**src/rtl/pts_pkg.sv**
```systemverilog
// Shared types and constants for the preemption-threshold scheduler.
`default_nettype none
package pts_pkg;

  localparam int unsigned PRIO_W = 6;

  typedef enum logic [2:0] {
    OP_MARK_READY     = 3'd0,
    OP_LOCK           = 3'd1,
    OP_UNLOCK         = 3'd2,
    OP_SCHEDULE       = 3'd3,
    OP_AFTER_DISPATCH = 3'd4,
    OP_SET_ACTIVE     = 3'd5
  } op_t;

  typedef struct packed {
    logic              queue_empty;
    logic              prev_not_locked;
    logic [PRIO_W-1:0] level;
    logic [PRIO_W-1:0] task_prio;
    logic [2:0]        opcode;
  } item_t;

  typedef struct packed {
    logic              error;
    logic              not_locked;
    logic [PRIO_W-1:0] ceil_before;
    logic [PRIO_W-1:0] run_prio;
  } result_t;

endpackage
`default_nettype wire

```
**src/rtl/preemption_threshold_scheduler_top.sv**
```systemverilog
// Top level: stream ports, input and result registers around the scheduler core.
//
//  channel   dir  tdata fields (low bit up)                                   width
//  s_axis    in   opcode[2:0] task_prio[8:3] level[14:9] prev_not_locked[15]   24
//                 queue_empty[16], zero fill
//  m_axis    out  run_prio[5:0] ceil_before[11:6] not_locked[12] error[13]    16
//                 zero fill
//
// One operation per cycle while m_axis is not stalled: an accepted transfer is
// held in the input register, is evaluated by the core against the current state,
// and lands in the result register; state and result update on the same edge.
// m_axis_tvalid rises when the item moves into the result register, so a result
// passes through the input register and the result register before its transfer.
// rst (synchronous) empties both registers and restores the scheduler state.
// A stalled m_axis holds the result and, once the input register is full,
// drops s_axis_tready.
`default_nettype none
module preemption_threshold_scheduler_top
  import pts_pkg::*;
#(
  parameter int unsigned NUM_PRIOS = 32
) (
  input  wire logic        clk,
  input  wire logic        rst,
  input  wire logic        s_axis_tvalid,
  output      logic        s_axis_tready,
  input  wire logic [23:0] s_axis_tdata,  // opcode, task_prio, level, prev_not_locked,
                                          // queue_empty
  output      logic        m_axis_tvalid,
  input  wire logic        m_axis_tready,
  output      logic [15:0] m_axis_tdata   // run_prio, ceil_before, not_locked, error
);

  item_t   in_item;
  logic    in_valid;
  result_t out_res;
  result_t core_res;
  logic    advance;

  // the input register moves to the result register when that one frees up
  assign advance       = in_valid && (!m_axis_tvalid || m_axis_tready);
  assign s_axis_tready = !in_valid || advance;

  always_ff @(posedge clk) begin
    if (rst) begin
      in_valid      <= 1'b0;
      m_axis_tvalid <= 1'b0;
    end else begin
      if (s_axis_tready) in_valid <= s_axis_tvalid;
      if (advance) begin
        m_axis_tvalid <= 1'b1;
      end else if (m_axis_tready) begin
        m_axis_tvalid <= 1'b0;
      end
    end
  end

  always_ff @(posedge clk) begin
    if (s_axis_tready && s_axis_tvalid) in_item <= item_t'(s_axis_tdata[16:0]);
    if (advance) out_res <= core_res;
  end

  pts_core #(
    .NUM_PRIOS(NUM_PRIOS)
  ) u_core (
    .clk  (clk),
    .rst  (rst),
    .en   (advance),
    .item (in_item),
    .res  (core_res)
  );

  assign m_axis_tdata = {2'b00, out_res};

endmodule
`default_nettype wire

```
**src/rtl/pts_core.sv**
```systemverilog
// Scheduler state (ready bitmap, ceiling, threshold) and per-operation logic.
`default_nettype none
module pts_core
  import pts_pkg::*;
#(
  parameter int unsigned NUM_PRIOS = 32
) (
  input  wire logic    clk,
  input  wire logic    rst,
  input  wire logic    en,
  input  wire item_t   item,
  output result_t      res
);

  // ceiling must hold NUM_PRIOS + 1 as well as any 6-bit level
  localparam int unsigned CEIL_W =
    ($clog2(NUM_PRIOS + 2) > PRIO_W) ? $clog2(NUM_PRIOS + 2) : PRIO_W;

  logic [NUM_PRIOS-1:0] ready_bits, ready_bits_next;
  logic [CEIL_W-1:0]    ceiling_now, ceiling_now_next;
  logic [PRIO_W-1:0]    active_threshold, active_threshold_next;

  logic [NUM_PRIOS-1:0] prio_mask;
  logic [NUM_PRIOS-1:0] ready_pick;
  logic [CEIL_W-1:0]    highest;
  logic [CEIL_W-1:0]    tp_w, lv_w;
  logic [CEIL_W-1:0]    pick_ceil;
  logic [PRIO_W-1:0]    pick_thr;
  logic [CEIL_W-1:0]    picked;
  op_t                  op;

  assign op   = op_t'(item.opcode);
  assign tp_w = CEIL_W'(item.task_prio);
  assign lv_w = CEIL_W'(item.level);

  // one-hot of task_prio; zero when out of range
  always_comb begin
    for (int i = 0; i < NUM_PRIOS; i++) begin
      prio_mask[i] = (tp_w == CEIL_W'(i + 1));
    end
  end

  // after_dispatch with queue_empty clears the task's bit before rescheduling
  assign ready_pick = (op == OP_AFTER_DISPATCH && item.queue_empty) ?
                      (ready_bits & ~prio_mask) : ready_bits;

  always_comb begin
    highest = '0;
    for (int i = 0; i < NUM_PRIOS; i++) begin
      if (ready_pick[i]) highest = CEIL_W'(i + 1);
    end
  end

  // unlock schedules against the restored ceiling
  assign pick_ceil = (op == OP_UNLOCK) ? lv_w : ceiling_now;
  assign pick_thr  = (op == OP_AFTER_DISPATCH) ? item.level : active_threshold;
  assign picked    = (highest != '0 && highest > CEIL_W'(pick_thr) &&
                      highest > pick_ceil) ? highest : '0;

  always_comb begin
    ready_bits_next       = ready_bits;
    ceiling_now_next      = ceiling_now;
    active_threshold_next = active_threshold;
    res                   = '0;
    case (op)
      OP_MARK_READY: begin
        ready_bits_next = ready_bits | prio_mask;
      end
      OP_LOCK: begin
        if (lv_w > ceiling_now) begin
          res.ceil_before  = ceiling_now[PRIO_W-1:0];
          ceiling_now_next = lv_w;
        end else begin
          res.not_locked = 1'b1;
        end
      end
      OP_UNLOCK: begin
        if (!item.prev_not_locked) begin
          if (ceiling_now > lv_w) begin
            ceiling_now_next = lv_w;
            res.run_prio     = picked[PRIO_W-1:0];
          end else begin
            res.error = 1'b1;
          end
        end
      end
      OP_SCHEDULE: begin
        res.run_prio = picked[PRIO_W-1:0];
      end
      OP_AFTER_DISPATCH: begin
        ready_bits_next = ready_pick;
        res.run_prio    = picked[PRIO_W-1:0];
      end
      OP_SET_ACTIVE: begin
        active_threshold_next = item.level;
      end
      default: begin
      end
    endcase
  end

  always_ff @(posedge clk) begin
    if (rst) begin
      ready_bits       <= '0;
      ceiling_now      <= CEIL_W'(NUM_PRIOS + 1);
      active_threshold <= '0;
    end else if (en) begin
      ready_bits       <= ready_bits_next;
      ceiling_now      <= ceiling_now_next;
      active_threshold <= active_threshold_next;
    end
  end

endmodule
`default_nettype wire
```
**config.mk**
```make
export PLATFORM = sky130hd
export DESIGN_NAME = preemption_threshold_scheduler_top
export DESIGN_NICKNAME = d
export VERILOG_FILES = /design/src/rtl/pts_pkg.sv /design/src/rtl/preemption_threshold_scheduler_top.sv /design/src/rtl/pts_core.sv
export SDC_FILE = /design/constraint.sdc
export NUM_CORES = 1
export LEC_CHECK = 0
export BUFFER_PORTS_ARGS = -buffer_cell sky130_fd_sc_hd__buf_4
export CAP_MARGIN = 20
export CORE_AREA = 5 5 100 102
export DETAILED_ROUTE_END_ITERATION = 8
export DIE_AREA = 0 0 105 107
export PLACE_DENSITY = 0.78
export SYNTH_ARGS = -nofsm -noshare
export SYNTH_HDL_FRONTEND = slang
export SYNTH_SLANG_ARGS = --single-unit
```
**constraint.sdc**
```tcl
create_clock -name clk -period 8.1 [get_ports clk]
set_input_delay 0.405 -clock clk [delete_from_list [all_inputs] [get_ports clk]]
set_output_delay 0.405 -clock clk [all_outputs]
set_load 0.03 [all_outputs]
```
======== Word level (Yosys, flattened, before mapping) ========
Cells that the tools add are included.
Widths: inputs -> output; s select.
word-level totals
  flip-flop bits (word level) ............. 77
  latch bits .............................. 0
  RAM bits ................................ 0
  bits in read-only memories .............. 0
  input bits .............................. 28
  output and inout port bits .............. 18
  logic and storage cells ................. 130
  memories kept ........................... 0
operators by class
  $add $sub $neg .......................... 0
  multiply operators ...................... 0
  div/mod/pow operators ................... 0
  magnitude comparators ................... 4
  eq/ne operators ......................... 40
  shift-type cells ........................ 0
  muxes and demuxes ....................... 48
  bitwise logic cells ..................... 4
  reduce and logical (&&, ||, !) cells .... 20
operator list
  cell                count
  $eq 6x5->1 const B  16
  $mux 5              16
  $pmux 32 s2         1
  $mux 6              9
  $eq 6x4->1 const B  8
  $and 32x32->32      1
  $mux 32             1
  $mux 4              8
  $not 32->32         1
  $or 32x32->32       1
  $eq 6x3->1 const B  4
  $gt 6x6->1          4
  $pmux 6 s2          2
  $eq 6x2->1 const B  2
  $mux 3              4
  $eq 3x2->1 const B  2
  $eq 3x3->1 const B  2
  $eq 6x1->1 const B  1
  $eq 6x6->1 const B  1
  $reduce_and 2->1    3
  $reduce_bool 2->1   3
  $reduce_bool 6->1   1
  $logic_and 1x1->1   5
  $mux 1              5
  10 further kinds    15

======== Depth between registers and ports, before layout ========
  depth in word-level cells ............... 43
  mapped depth ............................ 16
  mapped depth without buffers ............ 13

======== Modules after synthesis ========
A second synthesis with hierarchy kept.
unflattened totals
  cell total of the unflattened synthesis .. 570
  area, all modules ....................... 4,839.6 um2
by module, submodules not included
  module                              instances  cells an instance  area each (um2)  sequential area each (um2)
  pts_core                            1          526                3,786.1          880.8
  preemption_threshold_scheduler_top  1          44                 1,053.5          970.9

======== Worst setup path after synthesis ========
No wires, ideal clock.
  path type ............................... register -> register
  start ................................... register in_item[0] (netlist name)
  end ..................................... register out_res (netlist bit m_axis_tdata[1]), data pin
  setup time .............................. 0.255 ns
  arrival ................................. 3.280 ns
  required time ........................... 7.845 ns
  setup slack ............................. 4.566 ns
  cell stages (with the launch flop) ...... 13
  path buffers ............................ 0
  clock period less this slack ............ 3.534 ns
  cells stage by stage .................... edfxtp_1 or4b_1 or4_1 a32oi_2 nor3b_2 o31ai_1 a21oi_2 ha_1 a21o_1 a21o_1 a211oi_1 a2111oi_2 and2_1
RTL lines
  what                    RTL line                                  RTL
  start, declared         preemption_threshold_scheduler_top.sv:34  item_t in_item;
  start signal, assigned  preemption_threshold_scheduler_top.sv:59  if (s_axis_tready && s_axis_tvalid) in_item <= item_t'(s_axis_tdata[16:0]);
  end signal, assigned    preemption_threshold_scheduler_top.sv:60  if (advance) out_res <= core_res;
  end, declared           preemption_threshold_scheduler_top.sv:36  result_t out_res;

==> flow_summary.yaml <==
global_route:
  grt_usage_pct: 24.4
  antenna_found_initial: 0
  grt-ovfl-total: 0
  grt_pass1_vias: 4494
  grt_first_pass_wirelength_mm: 22.2
  grt_max_degree: 46
route:
  dr.pass1.iters: 7
  viasPerCell: 6.68
  route.vias.total: 4634
  drc: 0
  postRouteAntennaNets: 0
  finalWirelength_mm: 13.6
  wl_per_cell_um: 19.6
  drt-initial-drc-count: 472
sta:
  setup_viol: 0
  tightest_slew_ns: 1.02
  rsz0062_at_grt: "no"
  fin_skew_ns: 0.0139
  min_period_ns: 4.63
  tns_ns: 0
  min_period_over_period_pct: 57.2
  fmax_mhz: 216
  relSlewSlack_pct: 31.0
  drv_slew: 0
  finalHoldViolCount: 0
floorplanning:
  rows: 35
  start_util_pct: 53.2
  die_height_um: 107
  die_area_sq_um: 11200
  pin_count: 46
  core_sq_um: 9020
  die_w_um: 105
yosys:
  ys_seq_area_share_pct: 38.6
  ys_types: 76
  netlist_top_cells_area: "edfxtp_1 19%, dfxtp_1 19%, a21oi_1 5.3%, nand2_1 5.2%, ha_1 4.7%"
  ys_seq_elements: 77
  synth_largest_area_cell: "edfxtp_1"
  async_flop_share_pct: 0
  synthFlopType: "dfxtp_1"
  netlist_area_sq_um: 4800
  yosysWarningCount: 0
  synthCells: 563
  synth-edff-count: 31
  yosys.area.top_type_share_pct: 19.4
  synth_area_per_cell_sq_um: 8.53
finish:
  syn_to_final_growth_pct: 10.4
  num_antenna_cells: 0
  final_nets: 624
  finalInstanceArea_sq_um: 5300
  drive_gt1_share_pct: 13.4
  layout_common_cells: "66 x nand2_1, 51 x a21oi_1, 46 x nor2_1, 46 x dfxtp_1, 44 x o21ai_0"
  layout_commonest_cell: "nand2_1"
  fin_util_pct: 58.8
job:
  cap_viol_max_count: 0
clock_network:
  htree_levels: 3
  post_cts_buffers: 0
  clk-insertion-delay-late_ns: 0.37
  cts_resized: 0
  cts_root_buffer: "clkbuf_8"
  cts_buffers: 9
  cts_buffer_depth: 2
  cts.sinks: 77
  path_clk_slew_ns: 0.09
  cts_hold_buf: 0
  cts_tree: "built"
pwr:
  cellInternalPower_uw: 590
  p_leak_nw: 1.97
  comb_power_share_pct: 9.5
  p_sw_uw: 229
  peakVddDrop_mv: 0.102
  pwr-share-clk_pct: 38.3
  p_per_area_nw_per_um2: 155
  power_frac_seq_pct: 52.2
  switching_share_pct: 28.0
worst_setup_path:
  r2r_setup_slack_ns: 3.47
  worst_ep_required_time_ns: 8.22
  critical_path.max_fanout: 16
  r2r_cells: 12
  path_cells: "or3b_1 -> or2_1 -> o32a_1 -> o21ba_1 -> and2_1 -> a21oi_2 -> ha_1 -> a21o_1 -> a21o_1 -> a211oi_1 -> a2111oi_2 -> and2_1"
  crit_path_end_kind: "flip-flop"
  arrival_ns: 4.75
  worstReg2RegEnd: "m_axis_tdata[2]"
  critPathLaunchType: "flip-flop"
  critical_path.max_stage_delay_ns: 0.74
  worst-setup-path-type: "flip-flop to flip-flop"
  r2r-start: "in_item[0]"
  crit_slowest_cell: "or3b_1"
min_path:
  min_from: "s_axis_tdata[16]"
  holdPathStages: 1
  hold_path.class: "input port to flip-flop"
  hold_path_end: "in_item[16]"
placement:
  place_hpwl_mm: 9.62
  place.gp.congestion: 1.09
  place_area_sq_um: 5090
  place.port_buffers: 36
status:
  outcome: "finished clean"
-- power groups by stage --
| stage | clock network [mW] | logic [mW] | registers, mW |
|---|---|---|---|
| 6_report | 0.314 | 0.0774 | 0.428 |
| 5_1_grt | 0.336 | 0.0837 | 0.430 |
| 4_1_cts | 0.319 | 0.0761 | 0.428 |
| 3_5_place_dp | 0 | 0.0758 | 0.436 |
| 3_3_place_gp | 0 | 0.0736 | 0.436 |
| 2_1_floorplan | 0 | 0.0538 | 0.432 |
-- area by class of cell --
type                    count  area (sq um)
clock buffers               9           124
clock inverters             7          86.3
fillers                   796          3720
inverters                  23          86.3
multi-input cells         426          2710
flip-flops and latches     77          1850
well taps                 111           139
repair buffers             41           308
-- synth_stat cells (4+ instances only) --
library cell  instances
o41ai_1               4
mux2i_1              15
a21oi_1              51
buf_2                12
o32a_1                8
o21ai_1               4
nand2b_1              5
edfxtp_1             31
or2_2                 4
a211oi_1              5
or4_1                 5
dfxtp_1              46
inv_1                23
nor2b_1               7
o211ai_1              5
nor2_1               46
nand4_1               5
and2_1               15
o21ai_0              44
clkbuf_1             23
a21o_1                7
nor3_1                6
a31oi_1              13
nand3_1              22
ha_1                 18
nand2_1              66
nor3b_1               8
-- sequential cells by signal (all words and copies together), names as in the netlist --
| signal | cells |
|---|---|
| u_core.ceiling_now | 6 |
| in_item | 17 |
| u_core.ready_bits | 32 |
| m_axis_tdata | 14 |
| in_valid | 1 |
| u_core.active_threshold | 6 |
| m_axis_tvalid | 1 |
-- per-stage QoR --
stage | hold WS, ns | cells | total power, mW | worst slack [ns]
2_1_floorplan | 0.454 | 564 | 0.485 | 4.57
3_3_place_gp | 0.466 | 678 | 0.509 | 3.72
3_5_place_dp | 0.482 | 678 | 0.512 | 3.64
4_1_cts | 0.193 | 694 | 0.823 | 3.60
5_1_grt | 0.188 | 694 | 0.849 | 3.29
6_report | 0.201 | 694 | 0.819 | 3.47
-- worst max-delay path, delay by kind of cell, from the launching register on --
kind                     cells  cell delay, ns
AO/OA/AOI/OAI                7            1.74
adder cells (fa/ha/maj)      1            0.33
flip-flops                   1            0.63
AND/OR/NAND/NOR              4            1.69
-- worst max path at each step --
stage	from	to	slack, ns
after global placement	in_item[1]	m_axis_tdata[4]	3.72
after global routing	in_item[5]	m_axis_tdata[1]	3.29
after detailed placement	in_item[1]	m_axis_tdata[2]	3.64
after CTS	in_item[0]	m_axis_tdata[2]	3.60
after floorplan	in_item[0]	m_axis_tdata[1]	4.57
final	in_item[0]	m_axis_tdata[2]	3.47
-- cell families after synthesis --
kind of cell	after synthesis	synth area share (%)
other	1	0.0781
buffers and inverters	61	5.39
flip-flops	77	38.6
multiplexers	16	3.36
AO/OA/AOI/OAI	175	24.1
adder cells (fa/ha/maj)	18	4.69
AND/OR/NAND/NOR	215	23.8
-- layer usage --
| layer | wire (um) | vias to the layer above | GRT usage, % |
|---|---|---|---|
| met5 | 0 | - | 0 |
| met4 | 722 | 0 | 13.8 |
| met3 | 1250 | 69 | 5.00 |
| met2 | 6440 | 262 | 40.4 |
| met1 | 5200 | 2176 | 29.6 |
| li1 | - | 2127 | - |
(Power assumes the default switching activity.)
